--- config.mk ---
export PLATFORM = sky130hd
export DESIGN_NAME = pfba_zero_find
export DESIGN_NICKNAME = d
export VERILOG_FILES = /design/src/pfba_zero_find.sv
export SDC_FILE = /design/constraint.sdc
export NUM_CORES = 1
export LEC_CHECK = 0
export BUFFER_PORTS_ARGS = -buffer_cell sky130_fd_sc_hd__buf_4
export CAP_MARGIN = 20
export CORE_UTILIZATION = 37
export DETAILED_ROUTE_END_ITERATION = 8
export MAX_ROUTING_LAYER = met4
export PLACE_DENSITY = 0.79
export RECOVER_POWER = 25
export SLEW_MARGIN = 0
export SYNTH_ARGS = -nofsm -noshare
export SYNTH_HDL_FRONTEND = slang
export SYNTH_SLANG_ARGS = --single-unit
export TNS_END_PERCENT = 5
--- constraint.sdc ---
create_clock -name vclk -period 0.9
set_input_delay 0 -clock vclk [all_inputs]
set_output_delay 0 -clock vclk [all_outputs]
set_load 0.03 [all_outputs]
--- src/pfba_zero_find.sv ---
module pfba_zero_find #(
    parameter int W = 64
) (
    input  logic [W-1:0]                      word,
    output logic                              found,
    output logic [(W > 1 ? $clog2(W) : 1)-1:0] index
);

    localparam int IW = (W > 1) ? $clog2(W) : 1;

    always_comb
    begin
        found = 1'b0;
        index = '0;
        for (int i = W - 1; i >= 0; i--)
        begin
            if (!word[i])
            begin
                found = 1'b1;
                index = IW'(i);
            end
        end
    end

endmodule

# Word level (Yosys, flattened, before mapping)
# Cells that the tools add are included.
# op_classes
n_mux,128
# op_table
op,count
$mux W6,64
$mux W1,64
# word_totals
register_bits,0
in_bits,64
elab_cells,128

# Longest topological paths before layout
# logic_depth
word_depth,64
depth_mapped,5

# Worst setup path before layout
# Ideal clock, no wire load.
# synth_path
path_kind,input to output
startpoint,in word[32]
endpoint,out index[3] in the netlist's numbering
arrival_ns,1.381
required_ns,0.900
path_slack_ns,-0.481
cell_stages,5
path_cell_list,nand4_1 or3_1 a21oi_1 o31ai_1 a21boi_0
# synth_between
elab_chain_cells,33
# synth_rtl
element,line_no,source
start: declaration,4,"input logic [W-1:0] word,"
$mux W6 (33 in series),17,if (!word[i])
end: declaration,6,output logic [(W > 1 ? $clog2(W) : 1)-1:0] index
# Every way passes these cells.

# Worst setup path after layout
# layout_path
startpoint,in word[55]
endpoint,out index[1] in the netlist's numbering
# layout_between
elab_chain_cells,56
# layout_rtl
element,line_no
$mux W6 (56 in series),17
# Every way passes these cells.

==> metrics.md <==
| Metric | Value |
|---|---|
| Outcome | finished, violations left |
| Failing checks | setup timing |
| Vias per cell | 6.25 |
| Post-synth top area cell | nand2_1 |
| Yosys warns | 0 |
| Fin Setup TNS | -2.30 ns |
| CP Class | input port to output port |
| GR Util met2 | 68.5% |
| FP Rows | 16 |
| Die Y | around 49 um |
| Post-synthesis cell count | between 100 and 150 |
| Port Buf Inserts | 71 |
| GR peak layer | met2 |
| GP Congestion | 0.883 |
| Fin nets | 321 |
| Commonest cells post-synth | nand2_1, nand4_1, inv_1, a21oi_1, o21ai_0 |
| Distinct cell type count after synthesis | 33 |
| Max Clk Rate | 0.738 GHz |
| Placed insts | roughly 280 |
| Post-CTS Setup Inserts | 0 |
| Vias | 1762 |
| Data arrival, critical path | 1.36 ns |
| Met3 Use GR | 1.87% |
| DR pass1 iterations | 5 |
| Synth-to-layout area growth | 123% |
| Hold bufs inserted after CTS | 0 |
| WL/cell | ~16 um |
| Worst hold path type | input port to output port |
| Most numerous cell in the Yosys netlist | nand2_1 |
| Total gr overflow | 0 |
| Initial antenna violation count | 0 |
| Initial Util | 40.5% |
| Vias in the first global route | 1594 |
| Drt drc | 0 |
| Fin crit share | 151% |
| Fin Hold WS | slightly above 0.5 ns |
| Setup ws final | -0.456 ns |
| Yosys top cell area share | 10.6% |
| Critical Path Source Type | input port |
| Slew headroom | roughly 71% |
| Largest net degree at the start of global routing | 6 |
| Total wire length | 4510 um |
| Core outline area | 2020 um^2 |
| Drt first-iter violations | 86 |
| Minimum clock period | 1.36 ns |
| Pre-CTS WS | -0.558 ns |
| Chip width | 49.0 um |
| Clkbuf count | 0 |
| Syn_area_per_cell | 5.68 um^2 |
| Required time of the worst setup path | 0.90 ns |
| Crit. End Element | output port |
| Post-synthesis net count | 208 |
| Worst-Margin Slew | 0.439 ns |
| Layout Utilization | about nine tenths |
| Fin. Hold Viols | 0 |
| Crit-path max FO | 3 |
| Synth area leaders | nand2_1, nand4_1, a21oi_1 |
| Leakage | 0.000839 uW |
| RSZ-0062 raised after global routing | true |
| FF+latch count | 0 |
| Antenna Violating Nets Remaining | 0 |
| Synth Cell Area | 818 um^2 |
| Slew Limit Fails | 0 |
| Final setup viols | 7 |
| Gr usage total | 34.8% |
| Global routing met1 resource utilization | around 38% |
| Pwr/cell area | 363 nW/um^2 |
| Share of layout cells above drive strength 1 | 51.4% |
| Reg area | 0 um^2 |
| Die area | 2400 um^2 |
| Post-synthesis sequential area ratio | 0% |
| IO Pins | slightly above 70 |
| Max-capacitance violation count | 0 |
| Non-Filler Instances | about 280 |
| First-pass GRT wire length | roughly 6500 um |
| Detailed-placement wirelength estimate | 3300 um |
| N_diodes | 0 |
| Peak VDD IR | about 320 uV |
## cell families after synthesis
family | after synthesis | share of synthesized area [%]
AO/OA/AOI/OAI | 51 | 42.4
buffers and inverters | 12 | 5.50
AND/OR/NAND/NOR | 81 | 52.1
## layer usage
layer / part of all wire (%) / wire length, um
met2: 53 / 2380
met3: 6.6 / 297
met1: 36 / 1610
met4: 4.9 / 223
met5: 0 / 0
## worst paths after layout
check,cells past startpoint,endpoint,startpoint
worst min-delay path,6,index[0],word[2]
worst max-delay path,7,index[1],word[55]
## per-stage QoR
stage	area, um^2	power, uW
floorplan	861	155
global placement	1730	576
detailed placement	1730	603
CTS	1790	621
global route	1820	706
finish	1820	662
## layout by cell type, fill, tap and decap left out, types with 2 or more instances in the layout
cell type	instances
o21ai_1	2
nor2_1	7
a2111oi_2	2
and4_1	3
o211ai_1	3
o21ai_0	9
nor2b_1	5
nor3_2	2
and3_1	3
nand2_2	2
nand2b_1	4
inv_1	12
nand2_1	21
nand3_1	10
nor3_1	4
buf_6	8
a31oi_1	4
nor4_2	2
a21oi_1	8
a21boi_0	2
nand4_1	13
a21oi_2	2
buf_4	103
## timing repair
item / CTS / global route
gates resized for setup: 18 / 9
endpoints found under the setup margin: 7 / 7
endpoints found under the hold margin: 0 / 0
pin swaps: 6 / 0
## layout make-up
| cell class | instances | area [um^2] |
|---|---|---|
| Fill cell | 102 | 198 |
| Inverter | 12 | 45.0 |
| Multi-Input combinational cell | 132 | 882 |
| Tap cell | 27 | 33.8 |
| Timing Repair Buffer | 111 | 863 |
## critical path, stage by stage
cell      delay, ns
buf_4          0.12
nand2_1        0.10
a311oi_1       0.06
o31ai_1        0.32
a21oi_1        0.16
o41ai_4        0.38
buf_4          0.21
## power by group
group          switching (uW)  leakage [uW]  internal [uW]
sequential                  0             0              0
clock                       0             0              0
combinational             301      0.000839            361
No activity file was read; power rests on OpenSTA's default activity.
